[config.mk]
export PLATFORM = sky130hd
export DESIGN_NAME = dlb_ctrl
export DESIGN_NICKNAME = d
export VERILOG_FILES = /design/src/dlb_pkg.sv /design/src/dlb_ctrl.sv
export SDC_FILE = /design/constraint.sdc
export NUM_CORES = 1
export LEC_CHECK = 0
export BUFFER_PORTS_ARGS = -buffer_cell sky130_fd_sc_hd__buf_2
export CAP_MARGIN = 10
export CELL_PAD_IN_SITES_DETAIL_PLACEMENT = 0
export CELL_PAD_IN_SITES_GLOBAL_PLACEMENT = 1
export CORE_ASPECT_RATIO = 2
export CORE_MARGIN = 4
export CORE_UTILIZATION = 40
export CTS_CLUSTER_DIAMETER = 150
export DETAILED_ROUTE_END_ITERATION = 8
export PLACE_DENSITY_LB_ADDON = 0.1
export SYNTH_ARGS = -nofsm -noshare
export SYNTH_HDL_FRONTEND = slang
export SYNTH_SLANG_ARGS = --single-unit
export TNS_END_PERCENT = 30
[constraint.sdc]
create_clock -name i_clk -period 4.2 [get_ports i_clk]
set_input_delay 0.63 -clock i_clk [delete_from_list [all_inputs] [get_ports i_clk]]
set_output_delay 0.63 -clock i_clk [all_outputs]
set_load 0.1 [all_outputs]
[src/dlb_pkg.sv]
`timescale 1ns / 1ps
// ----------------------------------------------------------------------------
// dlb_pkg
// Shared widths, constants and the command/status types that join the
// controller and the datapath of the discrete logarithm engine.
// ----------------------------------------------------------------------------
package dlb_pkg;

    localparam int unsigned DATA_W  = 32;   // operand and key width
    localparam int unsigned EXP_W   = 17;   // baby-step exponent, holds m
    localparam int unsigned SQRT_W  = 16;   // integer square root of a 32-bit value
    localparam int unsigned SQBIT_W = 4;    // bit index into the root
    localparam int unsigned E_W     = 49;   // (p - 2) * m
    localparam int unsigned EBIT_W  = 6;    // bit index into the exponent
    localparam int unsigned QM_W    = 34;   // q * m + r

    // Golden-ratio hash multiplier, split in 32-bit halves
    localparam logic [DATA_W-1:0] HASH_C_HI = 32'h9E37_79B9;
    localparam logic [DATA_W-1:0] HASH_C_LO = 32'h7F4A_7C15;

    // Which operands the modular multiplier takes and where the product goes
    typedef enum logic [1:0] {
        MUL_BABY  = 2'd0,   // running power * base
        MUL_SQ    = 2'd1,   // exponentiation square
        MUL_POWB  = 2'd2,   // exponentiation multiply by base
        MUL_GIANT = 2'd3    // giant value * factor
    } t_mul_op;

    typedef struct packed {
        logic    load;        // latch the input item
        logic    prep;        // start root and base reduction
        logic    clr_step;    // clear one table entry
        logic    giant;       // key is the giant value
        logic    hash_start;
        logic    rd;          // read the table at the slot index
        logic    probe_next;  // move to the next slot
        logic    tab_wr;      // store running power with its exponent
        logic    mul_start;
        t_mul_op mul_op;
        logic    r_next;
        logic    pow_init;
        logic    bit_next;
        logic    g_init;
        logic    q_next;
        logic    res_hit;
        logic    res_miss;
        logic    out_load;
    } t_dp_cmd;

    typedef struct packed {
        logic mod_small;
        logic clr_last;
        logic hash_done;
        logic ent_valid;
        logic key_hit;
        logic probe_last;
        logic mul_done;
        logic r_last;
        logic bit_set;
        logic bit_last;
        logic q_last;
        logic x_ok;
    } t_dp_sts;

endpackage

[src/dlb_ctrl.sv]
`timescale 1ns / 1ps
// ----------------------------------------------------------------------------
// dlb_ctrl
// Sequencer: clear sweep, baby phase, exponentiation, giant phase, and the
// input/output handshakes.
// ----------------------------------------------------------------------------
module dlb_ctrl import dlb_pkg::*; (
    input  logic    i_clk,
    input  logic    i_rst_n,
    input  logic    i_in_valid,
    output logic    o_in_ready,
    output logic    o_out_valid,
    input  logic    i_out_ready,
    input  t_dp_sts i_sts,
    output t_dp_cmd o_cmd
);
    typedef enum logic [15:0] {
        S_IDLE  = 16'b0000_0000_0000_0001,
        S_CHECK = 16'b0000_0000_0000_0010,
        S_CLR   = 16'b0000_0000_0000_0100,
        S_HASH  = 16'b0000_0000_0000_1000,
        S_HWAIT = 16'b0000_0000_0001_0000,
        S_RD    = 16'b0000_0000_0010_0000,
        S_CHK   = 16'b0000_0000_0100_0000,
        S_BMUL  = 16'b0000_0000_1000_0000,
        S_BWAIT = 16'b0000_0001_0000_0000,
        S_PSQ   = 16'b0000_0010_0000_0000,
        S_PSQW  = 16'b0000_0100_0000_0000,
        S_PMB   = 16'b0000_1000_0000_0000,
        S_PMBW  = 16'b0001_0000_0000_0000,
        S_GMUL  = 16'b0010_0000_0000_0000,
        S_GWAIT = 16'b0100_0000_0000_0000,
        S_FIN   = 16'b1000_0000_0000_0000
    } t_state;

    t_state r_state, n_state;
    logic   r_giant, n_giant;
    logic   r_out_valid, n_out_valid;

    always_comb begin
        n_state     = r_state;
        n_giant     = r_giant;
        n_out_valid = r_out_valid && !i_out_ready;
        o_cmd       = '0;
        o_cmd.giant = r_giant;
        o_in_ready  = 1'b0;

        case (r_state)
            S_IDLE: begin
                o_in_ready = 1'b1;
                if (i_in_valid) begin
                    o_cmd.load = 1'b1;
                    n_state    = S_CHECK;
                end
            end
            S_CHECK: begin
                if (i_sts.mod_small) begin
                    o_cmd.res_miss = 1'b1;
                    n_state        = S_FIN;
                end else begin
                    o_cmd.prep = 1'b1;
                    n_state    = S_CLR;
                end
            end
            // root and base reduction run during the sweep
            S_CLR: begin
                o_cmd.clr_step = 1'b1;
                if (i_sts.clr_last) begin
                    n_giant = 1'b0;
                    n_state = S_HASH;
                end
            end
            S_HASH: begin
                o_cmd.hash_start = 1'b1;
                n_state          = S_HWAIT;
            end
            S_HWAIT: begin
                if (i_sts.hash_done)
                    n_state = S_RD;
            end
            S_RD: begin
                o_cmd.rd = 1'b1;
                n_state  = S_CHK;
            end
            // probe result: store (baby) or look up (giant)
            S_CHK: begin
                if (!r_giant) begin
                    if (!i_sts.ent_valid || i_sts.key_hit) begin
                        o_cmd.tab_wr = 1'b1;
                        n_state      = S_BMUL;
                    end else if (i_sts.probe_last) begin
                        n_state = S_BMUL;
                    end else begin
                        o_cmd.probe_next = 1'b1;
                        n_state          = S_RD;
                    end
                end else begin
                    if (i_sts.key_hit) begin
                        if (i_sts.x_ok) begin
                            o_cmd.res_hit = 1'b1;
                            n_state       = S_FIN;
                        end else begin
                            n_state = S_GMUL;
                        end
                    end else if (!i_sts.ent_valid || i_sts.probe_last) begin
                        n_state = S_GMUL;
                    end else begin
                        o_cmd.probe_next = 1'b1;
                        n_state          = S_RD;
                    end
                end
            end
            S_BMUL: begin
                o_cmd.mul_start = 1'b1;
                o_cmd.mul_op    = MUL_BABY;
                n_state         = S_BWAIT;
            end
            S_BWAIT: begin
                if (i_sts.mul_done) begin
                    if (i_sts.r_last) begin
                        o_cmd.pow_init = 1'b1;
                        n_state        = S_PSQ;
                    end else begin
                        o_cmd.r_next = 1'b1;
                        n_state      = S_HASH;
                    end
                end
            end
            // square-and-multiply, exponent bits from the top
            S_PSQ: begin
                o_cmd.mul_start = 1'b1;
                o_cmd.mul_op    = MUL_SQ;
                n_state         = S_PSQW;
            end
            S_PSQW: begin
                if (i_sts.mul_done) begin
                    if (i_sts.bit_set) begin
                        n_state = S_PMB;
                    end else if (i_sts.bit_last) begin
                        o_cmd.g_init = 1'b1;
                        n_giant      = 1'b1;
                        n_state      = S_HASH;
                    end else begin
                        o_cmd.bit_next = 1'b1;
                        n_state        = S_PSQ;
                    end
                end
            end
            S_PMB: begin
                o_cmd.mul_start = 1'b1;
                o_cmd.mul_op    = MUL_POWB;
                n_state         = S_PMBW;
            end
            S_PMBW: begin
                if (i_sts.mul_done) begin
                    if (i_sts.bit_last) begin
                        o_cmd.g_init = 1'b1;
                        n_giant      = 1'b1;
                        n_state      = S_HASH;
                    end else begin
                        o_cmd.bit_next = 1'b1;
                        n_state        = S_PSQ;
                    end
                end
            end
            S_GMUL: begin
                if (i_sts.q_last) begin
                    o_cmd.res_miss = 1'b1;
                    n_state        = S_FIN;
                end else begin
                    o_cmd.mul_start = 1'b1;
                    o_cmd.mul_op    = MUL_GIANT;
                    n_state         = S_GWAIT;
                end
            end
            S_GWAIT: begin
                if (i_sts.mul_done) begin
                    o_cmd.q_next = 1'b1;
                    n_state      = S_HASH;
                end
            end
            // hand the result to the output register once it is free
            S_FIN: begin
                if (!r_out_valid || i_out_ready) begin
                    o_cmd.out_load = 1'b1;
                    n_out_valid    = 1'b1;
                    n_state        = S_IDLE;
                end
            end
            default: begin
                n_state = S_IDLE;
            end
        endcase
    end

    always_ff @(posedge i_clk) begin
        if (!i_rst_n) begin
            r_state     <= S_IDLE;
            r_giant     <= 1'b0;
            r_out_valid <= 1'b0;
        end else begin
            r_state     <= n_state;
            r_giant     <= n_giant;
            r_out_valid <= n_out_valid;
        end
    end

    assign o_out_valid = r_out_valid;
endmodule

Word-level counts from Yosys, hierarchy flattened
Index checks and enable logic that the tools add are counted.
- bits in registers: 18
- latch bits: 0
- memory bits (writable): 0
- bits in read-only memories: 0
- bits of input ports: 16
- output and inout port bits: 21
- word-level logic and storage cells: 105
- memories kept: 0
- $add $sub $neg: 0
- multipliers: 0
- divide/modulo/power cells: 0
- order comparisons: 0
- equality and inequality tests: 25
- shifts and indexed selects: 0
- mux-type cells: 67
- bitwise operators: 0
- reductions and logical operators: 10
- operator list (kind ; count):
    $pmux W16 S16 ; 1
    $mux W16 ; 14
    $mux W1 ; 36
    $mux W10 ; 2
    $ne A2 B2 Y1 const B ; 9
    $eq A16 B1 Y1 const B ; 1
    $eq A16 B10 Y1 const B ; 1
    $eq A16 B11 Y1 const B ; 1
    $eq A16 B12 Y1 const B ; 1
    $eq A16 B13 Y1 const B ; 1
    $eq A16 B14 Y1 const B ; 1
    $eq A16 B15 Y1 const B ; 1
    $eq A16 B16 Y1 const B ; 1
    $eq A16 B2 Y1 const B ; 1
    $eq A16 B3 Y1 const B ; 1
    $eq A16 B4 Y1 const B ; 1
    $eq A16 B5 Y1 const B ; 1
    $eq A16 B6 Y1 const B ; 1
    $eq A16 B7 Y1 const B ; 1
    $eq A16 B8 Y1 const B ; 1
    $eq A16 B9 Y1 const B ; 1
    $mux W14 ; 1
    $mux W12 ; 1
    $mux W2 ; 6
    other kinds (12) ; 16

Longest topological paths before layout
Gate-level depths: netlist of run 1.
- depth after elaboration: 6
- depth in mapped cells: 8
- gate-level depth less buffers: 5

Least setup slack after synthesis of run 1
No wires, ideal clock.
- path kind: reg2out
- start: register r_state[4]
- end: output port o_cmd[18] (netlist name)
- arrival time: 4311 ps
- data required time: 3570 ps
- slack: -741 ps
- cell stages (with the launch flop): 7
- path buffers: 2
- cells stage by stage: dfxtp_1 -> buf_2 -> nor4_2 -> buf_4 -> nand2_1 -> nor3b_1 -> and2_1
- RTL lines (item ; RTL line ; RTL):
    from (decl) ; dlb_ctrl.sv:36 ; t_state r_state, n_state;
    from (signal assigned) ; dlb_ctrl.sv:202 ; r_state <= n_state;
    to (decl) ; dlb_ctrl.sv:15 ; output t_dp_cmd o_cmd

==> summary.txt, run 1 <==
status: complete, no violations
Hold Path Class: reg -> reg
number of global-route vias before repair: 1489
ys async rst share: 0%
clk_skew: 3.41 ps
most common cell in the netlist: nor2_1
crit path max fanout: 11
top-area cell type share of the netlist area: 26.5%
Power Internal: 0.300 mW
Worst slew margin: 35.9%
pwr dens: 340 mW/mm2
final wirelength: 4340 um
crit path kind: reg -> out
cell taking the most area after synthesis: dfxtp_1
initial DRC count: 65
drt first pass iters: 4
post-synthesis sequential area ratio: 26.5%
sw frac: 43.9%
clock sinks: 18
Placer Congestion: 0.918
Total GRT Usage: 19.9%
max frequency: 283 MHz
# Post-CTS Setup Buffers: 0
pre-CTS setup slack: 991 ps
layout cell share with drive strength beyond 1: 25.9%
worst skew pair latency: 260 ps
root buffer cell: clkbuf_8
Flop pwr share: 36.4%
Slew @ Worst Pin: 954 ps
ys flop type: dfxtp_1
PortBufs: 36
maximum VDD drop: 0.322 mV
DR vias: 1481
Synth-to-Final Area Change: 15.5%
clk buf depth: 2
hold bufs inserted after CTS: 0
setup_tns: 0 ps
startpoint types: register
unique cell type count in the Yosys netlist: 47
fin crit period: 3530 ps
Diodes inserted: 0
initial antenna violation count: 0
CTS buffer count: 3
core area: 0.00323 mm2
Synth Area per Inst: 8.04 um2
antenna viol nets, final: 0
DRC viols: 0
post-CTS sizing: 0
Fill cells: 346
grt total ovfl: 0
RSZ-0062 raised after global routing: false
Util after Layout: 48.6%
Leakage: 0.721 nW
Post-DP HPWL: 3500 um
H-Tree Depth: 1
CTS tree: built
height of the die: 90.4 um
max-slew violations: 0
fin crit share: 84.0%
Post-synth EDFFs: 0
CP endpoint kind: primary output
syn nets: 185
Die W: 49.2 um
vias per inst: 6.38
Routed WL per cell: 18.7 um
dpl cell area: 0.00153 mm2
Synth Warn #: 0
die footprint: 0.00445 mm2
post-synthesis instance total: 169
switching power: 0.234 mW
Starting Density: 42.1%
# IOs: 37
Layout Nets: 219
Gate power share: 40.0%
first-pass GRT wire length: 6980 um
Clock transition at path regs: 70 ps
max-cap check violation count: 0
design area: 0.00157 mm2
Final Hold Vio Count: 0
Arr. time, crit path: 2900 ps
PnR worst setup slack: 672 ps
Syn Std Cell Area: 0.00136 mm2
Synth top cells by count: 19 x nor2_1, 18 x dfxtp_1, 14 x nand2_1
Final setup viols: 0
worst endpoint required time: 3570 ps
largest cells by area after synthesis: dfxtp_1 27%, nor4b_1 5.8%, nor2_1 5.2%, nor4_4 4.7%, nand2_1 3.9%
#FFs+latches synth: 18
Layout Cells excl Fill: 232
Std-Cell Rows: 29
placed cells: 229
Clock Power Share: 23.6%
largest net degree at the start of global routing: 12
kinds of logic after synthesis:
group	share of synthesized area (%)
xor gates and xnor gates	2.58
AOI/OAI and AO/OA	15.7
buffers and inverters	6.26
DFF	26.5
and+or+nand+nor	49.0
layout by cell type, fill, tap and decap left out, types with 2 or more instances in the layout:
| cell | Yosys | final |
|---|---|---|
| a211oi_2 | 2 | 2 |
| a21oi_1 | 7 | 7 |
| a22oi_1 | 4 | 4 |
| a32oi_1 | 2 | 2 |
| and2_1 | 2 | 2 |
| and3_1 | 6 | 6 |
| buf_2 | 2 | 36 |
| clkbuf_8 | 0 | 3 |
| dfxtp_1 | 18 | 18 |
| inv_1 | 8 | 8 |
| nand2_1 | 14 | 14 |
| nand2b_1 | 3 | 3 |
| nand3_1 | 6 | 6 |
| nand4_1 | 2 | 2 |
| nand4b_1 | 3 | 3 |
| nor2_1 | 19 | 19 |
| nor2b_1 | 6 | 6 |
| nor3_1 | 10 | 10 |
| nor3b_1 | 3 | 2 |
| nor4_1 | 6 | 6 |
| nor4_2 | 2 | 2 |
| nor4_4 | 3 | 3 |
| nor4b_1 | 9 | 9 |
| o22ai_1 | 2 | 2 |
| xor2_1 | 4 | 4 |
path summary, 6_finish.rpt:
path              cells after the start                    start  slack (ps)                 endpoint
setup / recovery                      6  r_state[4]$_SDFFE_PN0P_         670                o_cmd[10]
hold / removal                        2   o_out_valid$_SDFF_PN0_         500   o_out_valid$_SDFF_PN0_
setup reg to reg                      5  r_state[4]$_SDFFE_PN0P_        1690  r_state[0]$_SDFFE_PN1P_
hold reg to reg                       2   o_out_valid$_SDFF_PN0_         500   o_out_valid$_SDFF_PN0_
per-stage QoR:
| step | hold WS [ps] | power [mW] |
|---|---|---|
| after floorplan | 467 | 0.363 |
| after global placement | 465 | 0.411 |
| after detailed placement | 486 | 0.410 |
| after CTS | 495 | 0.537 |
| after global routing | 536 | 0.558 |
| final | 497 | 0.534 |
power groups by stage:
stage / Combinational (mW) / Sequential [mW] / Clock (mW)
global route: 0.228 / 0.195 / 0.135
finish: 0.214 / 0.194 / 0.126
global placement: 0.213 / 0.198 / 0
floorplan: 0.169 / 0.194 / 0
detailed placement: 0.213 / 0.197 / 0
CTS: 0.213 / 0.194 / 0.129
area by class of cell:
class / instances / area [um2] / share of cell area, %
timing repair buffer: 36 / 180 / 11.5
clock buffer: 3 / 41.3 / 2.63
sequential: 18 / 360 / 23.0
inverter: 8 / 30.0 / 1.91
tap: 31 / 38.8 / 2.47
multi-input combinational: 136 / 918 / 58.5
routing by layer:
layer  track usage (%)  share of wire (%)
met5                 0                  0
met4              9.50                2.5
met3              2.48                5.9
met2              39.0                 56
met1              19.4                 35
sequential cells by signal (all words and copies together), names as in the netlist:
name	count
r_state	16
o_out_valid	1
r_giant	1
worst max-delay path, cell delays in order (launching register included):
cell      delay [ps]
dfxtp_1          400
nor4_2           870
nand3_1          240
nor3_1           390
a31o_2           180
o21bai_1         110
buf_2            450
Note: power is estimated with default switching activity, not from simulation.
==> run 2, diff against run 1 <==
Settings changed: CORE_UTILIZATION 40 to 37.
Clock period 4.2 ns to 3.6 ns, I/O delays scaled along.
==> summary.txt, run 2 (synthesis gave the netlist of run 1 again) <==
clk_skew: 1.83 ps (-1.59 ps)
Hold Path Class: reg -> reg
crit path kind: reg -> out
Pwr Total: 0.631 mW (+18%)
largest net degree at the start of global routing: 12 (unchanged)
most frequent cells in the layout: 36 x buf_2, 19 x nor2_1, 18 x dfxtp_1
vias per inst: 5.82 (-8.9%)
CTS buffer count: 3 (unchanged)
PnR worst setup slack: 468 ps (-205 ps)
Power Internal: 0.350 mW (+17%)
Diodes inserted: 0 (unchanged)
DR vias: 1454 (-1.8%)
Arr. time, crit path: 2590 ps (-310 ps)
first-pass GRT wire length: 7410 um (+6.2%)
# IOs: 37 (unchanged)
fin crit share: 87.0%
most common cell after layout, fill and taps aside: buf_2
startpoint types: register
DRC viols: 0 (unchanged)
layout cell share with drive strength beyond 1: 26.7% (+0.86 points)
Fill cells: 381 (+10%)
initial DRC count: 85 (+31%)
worst skew pair latency: 260 ps (about the same)
H-Tree Depth: 1 (unchanged)
sw frac: 44.5% (+0.60 points)
maximum VDD drop: 0.281 mV (-13%)
die footprint: 0.00476 mm2 (+7.1%)
Flop pwr share: 36.0% (-0.4 points)
Starting Density: 39.3% (-2.7 points)
Clock transition at path regs: 70 ps (about the same)
pwr dens: 393 mW/mm2 (+16%)
switching power: 0.280 mW (+20%)
Total GRT Usage: 20.8% (+0.84 points)
Slew @ Worst Pin: 869 ps (-85.1 ps)
clk buf depth: 2 (unchanged)
drt first pass iters: 4 (unchanged)
grt total ovfl: 0 (unchanged)
core area: 0.00345 mm2 (+6.9%)
Placer Congestion: 0.890 (-3.1%)
final wirelength: 4510 um (+3.9%)
root buffer cell: clkbuf_8
Std-Cell Rows: 30 (+3.4%)
Min-Delay Path Depth: 2 (unchanged)
Leakage: 0.727 nW (+0.75%)
Synth-to-Final Area Change: 18.0%
largest register by flop count: r_state
Final Hold Vio Count: 0 (unchanged)
# Post-CTS Setup Buffers: 0 (unchanged)
fin crit period: 3130 ps
Gate power share: 40.8% (+0.8 points)
hold bufs inserted after CTS: 0 (unchanged)
height of the die: 93.7 um (+3.6%)
RSZ-0062 raised after global routing: false
pre-CTS setup slack: 786 ps (-204 ps)
CP endpoint kind: primary output
Final setup viols: 0 (unchanged)
R2R cell count: 5 (unchanged)
post-CTS sizing: 0 (unchanged)
Worst slew margin: 41.3% (+5.4 points)
Routed WL per cell: 18.0 um (-3.6%)
design area: 0.00160 mm2 (+2.2%)
max reg flops: 16 (unchanged)
Hold WS: 489 ps (-7.73 ps)
clock sinks: 18 (unchanged)
Clock Power Share: 23.2% (-0.4 points)
dpl cell area: 0.00156 mm2 (+2.3%)
status: complete, no violations
max-cap check violation count: 0 (unchanged)
max-slew violations: 0 (unchanged)
number of global-route vias before repair: 1515 (+1.7%)
crit path max fanout: 9 (-2)
Layout Nets: 220 (+0.46%)
max frequency: 319 MHz
antenna viol nets, final: 0 (unchanged)
Post-DP HPWL: 3620 um (+3.7%)
initial antenna violation count: 0 (unchanged)
PortBufs: 36 (unchanged)
Die W: 50.9 um (+3.3%)
CTS tree: built
worst endpoint required time: 3060 ps (-510 ps)
## run 2: final cells by class
| class | count | area [um2] | area share [%] |
|---|---|---|---|
| multi-input combinational | 136 | 925 | 57.6 |
| clock buffer | 3 | 41.3 | 2.57 |
| timing repair buffer | 37 | 188 | 11.7 |
| tap | 48 | 60.1 | 3.74 |
| inverter | 8 | 30.0 | 1.87 |
| sequential | 18 | 360 | 22.5 |
## run 2: routing by layer
metal	global-route usage (%)	vias up	wire length [um]
li1	-	707	-
met1	22.1	676	1660
met2	39.3	60	2480
met3	2.38	11	230
met4	9.21	0	140
met5	0	-	0
## run 2: per-stage QoR
step / cells / utilization [%] / TNS, ps
2_1_floorplan: 169 / - / -1980
3_3_place_gp: 247 / 45.3 / 0
3_5_place_dp: 247 / 45.3 / 0
4_1_cts: 250 / 46.4 / 0
5_1_grt: 250 / 46.4 / 0
6_report: 250 / 46.4 / 0
## run 2: power groups by stage
stage | clock network [mW] | registers [mW] | logic, mW
detailed placement | 0 | 0.231 | 0.254
CTS | 0.148 | 0.227 | 0.256
finish | 0.146 | 0.227 | 0.257
global route | 0.158 | 0.228 | 0.272
global placement | 0 | 0.230 | 0.254
floorplan | 0 | 0.227 | 0.197
## run 2: worst max-delay path, stage by stage (launching register included)
cell	delay (ps)
dfxtp_1	420
nor4_4	550
nand3_1	240
nor3_1	400
a31o_2	180
o21bai_1	100
buf_2	440
## run 2: final timing paths
path | startpoint | end | slack, ps
min | o_out_valid$_SDFF_PN0_ | o_out_valid$_SDFF_PN0_ | 490
max | r_state[8]$_SDFFE_PN0P_ | o_cmd[10] | 470
min reg2reg | o_out_valid$_SDFF_PN0_ | o_out_valid$_SDFF_PN0_ | 490
max reg2reg | r_state[0]$_SDFFE_PN1P_ | r_state[0]$_SDFFE_PN1P_ | 1460
==> run 3, diff against run 2 <==
Settings changed: BUFFER_PORTS_ARGS -buffer_cell sky130_fd_sc_hd__buf_2 to -buffer_cell sky130_fd_sc_hd__buf_4, CORE_ASPECT_RATIO 2 to not set.
==> summary.txt, run 3 (synthesis gave the netlist of run 1 again) <==
RSZ-0062 raised after global routing: false
clock sinks: 18 (unchanged)
CTS buffer count: 3 (unchanged)
layout cell share with drive strength beyond 1: 27.1% (+0.36 points)
reg-to-reg endpoint: r_state[0]$_SDFFE_PN1P_
Layout Nets: 220 (unchanged)
PnR worst setup slack: 670 ps (+202 ps)
antenna viol nets, final: 0 (unchanged)
initial antenna violation count: 0 (unchanged)
Worst slew margin: 54.6% (+13 points)
max reg flops: 16 (unchanged)
Arr. time, crit path: 2390 ps (-200 ps)
number of global-route vias before repair: 1269 (-16%)
clk buf depth: 2 (unchanged)
crit path to: o_cmd[10]
first-pass GRT wire length: 6280 um (-15%)
setup_tns: 0 ps (unchanged)
pwr dens: 386 mW/mm2 (-1.7%)
Starting Density: 39.5% (+0.13 points)
drt first pass iters: 4 (unchanged)
maximum VDD drop: 0.193 mV (-31%)
Slew @ Worst Pin: 671 ps (-198 ps)
Fill cells: 356 (-6.6%)
core area: 0.00344 mm2 (-0.33%)
startpoint types: register
Clock transition at path regs: 70 ps (about the same)
clk_skew: 5.36 ps (+3.53 ps)
status: complete, no violations
PortBufs: 36 (unchanged)
CP Launch Point: r_state[8]$_SDFFE_PN0P_
vias per inst: 5.77 (-0.77%)
Routed WL per cell: 16.0 um (-11%)
DR vias: 1437 (-1.2%)
height of the die: 68.6 um (-27%)
most common cell after layout, fill and taps aside: buf_4
root buffer cell: clkbuf_8
max-cap check violation count: 0 (unchanged)
Die W: 68.6 um (+35%)
Worst R2R Start: r_state[15]$_SDFFE_PN0P_
Std-Cell Rows: 21 (-30%)
fin crit share: 81.4% (-5.6 points)
Hold Path Class: reg -> reg
H-Tree Depth: 1 (unchanged)
crit path kind: reg -> out
max frequency: 341 MHz (+6.9%)
largest net degree at the start of global routing: 12 (unchanged)
final wirelength: 3980 um (-12%)
# Post-CTS Setup Buffers: 0 (unchanged)
CP endpoint kind: primary output
post-CTS sizing: 0 (unchanged)
Final Hold Vio Count: 0 (unchanged)
Final setup viols: 0 (unchanged)
worst endpoint required time: 3060 ps (about the same)
fin crit period: 2930 ps (-202 ps)
DRC viols: 0 (unchanged)
Diodes inserted: 0 (unchanged)
R2R cell count: 5 (unchanged)
initial DRC count: 97 (+14%)
most frequent cells in the layout: 37 x buf_4, 19 x nor2_1, 18 x dfxtp_1
hold bufs inserted after CTS: 0 (unchanged)
grt total ovfl: 0 (unchanged)
Post-DP HPWL: 3150 um (-13%)
Total GRT Usage: 17.9% (-2.9 points)
Placer Congestion: 0.881 (-1.1%)
largest register by flop count: r_state
Synth-to-Final Area Change: 25.5%
pre-CTS setup slack: 957 ps (+171 ps)
Leakage: 0.746 nW (+2.6%)
R2R setup slack: 1470 ps (about the same)
worst skew pair latency: 260 ps (about the same)
crit path max fanout: 9 (unchanged)
max-slew violations: 0 (unchanged)
# IOs: 37 (unchanged)
CTS tree: built
die footprint: 0.00471 mm2 (-1.2%)
run 3: cell types whose count changed in the layout (fill, tap and decap cells not counted), sizes merged:
cell	before	now
clkbuf	3	4
run 3: worst min path at each step:
| stage | cells after the start | to | slack (ps) | from |
|---|---|---|---|---|
| 6_report | 2 | o_out_valid$_SDFF_PN0_ | 480 | o_out_valid$_SDFF_PN0_ |
| 5_1_grt | 2 | o_out_valid$_SDFF_PN0_ | 510 | o_out_valid$_SDFF_PN0_ |
| 4_1_cts | 2 | o_out_valid$_SDFF_PN0_ | 490 | o_out_valid$_SDFF_PN0_ |
| 3_5_place_dp | 2 | o_out_valid$_SDFF_PN0_ | 480 | o_out_valid$_SDFF_PN0_ |
| 3_3_place_gp | 2 | o_out_valid$_SDFF_PN0_ | 470 | o_out_valid$_SDFF_PN0_ |
| 2_1_floorplan | 2 | r_state[13]$_SDFFE_PN0P_ | 470 | r_giant$_SDFFE_PN0P_ |
run 3: power breakdown:
group          switching [mW]  internal [mW]
combinational           0.179         0.0793
clock                  0.0770         0.0974
sequential             0.0193          0.207
run 3: layout make-up:
cell class	count	area [um2]	share of cell area, %
sequential	18	360	21.1
timing repair buffer	37	278	16.3
tap	46	57.6	3.37
clock buffer	4	55.1	3.23
inverter	8	30.0	1.76
multi-input combinational	136	925	54.2
run 3: layer usage:
metal  share of wire, %  wire length, um  GRT usage [%]
met3                7.7              308           2.76
met1                 46             1830           24.9
met2                 46             1820           28.4
met5                  0                0              0
met4               0.65               26           4.96
run 3: critical path: stages, from the launching register on:
cell	delay, ps
dfxtp_1	420
nor4_4	540
nand3_1	230
nor3_1	340
a31o_2	180
o21bai_1	110
buf_4	310
run 3: through the flow:
stage / instances / utilization (%) / hold WS, ps / power [mW] / area [um2]
after floorplan: 169 / - / 467 / 0.424 / 1370
after global placement: 245 / 47.9 / 465 / 0.489 / 1650
after detailed placement: 245 / 47.9 / 478 / 0.488 / 1650
after CTS: 249 / 49.5 / 491 / 0.658 / 1710
after global routing: 249 / 49.5 / 512 / 0.683 / 1710
final: 249 / 49.5 / 485 / 0.659 / 1710
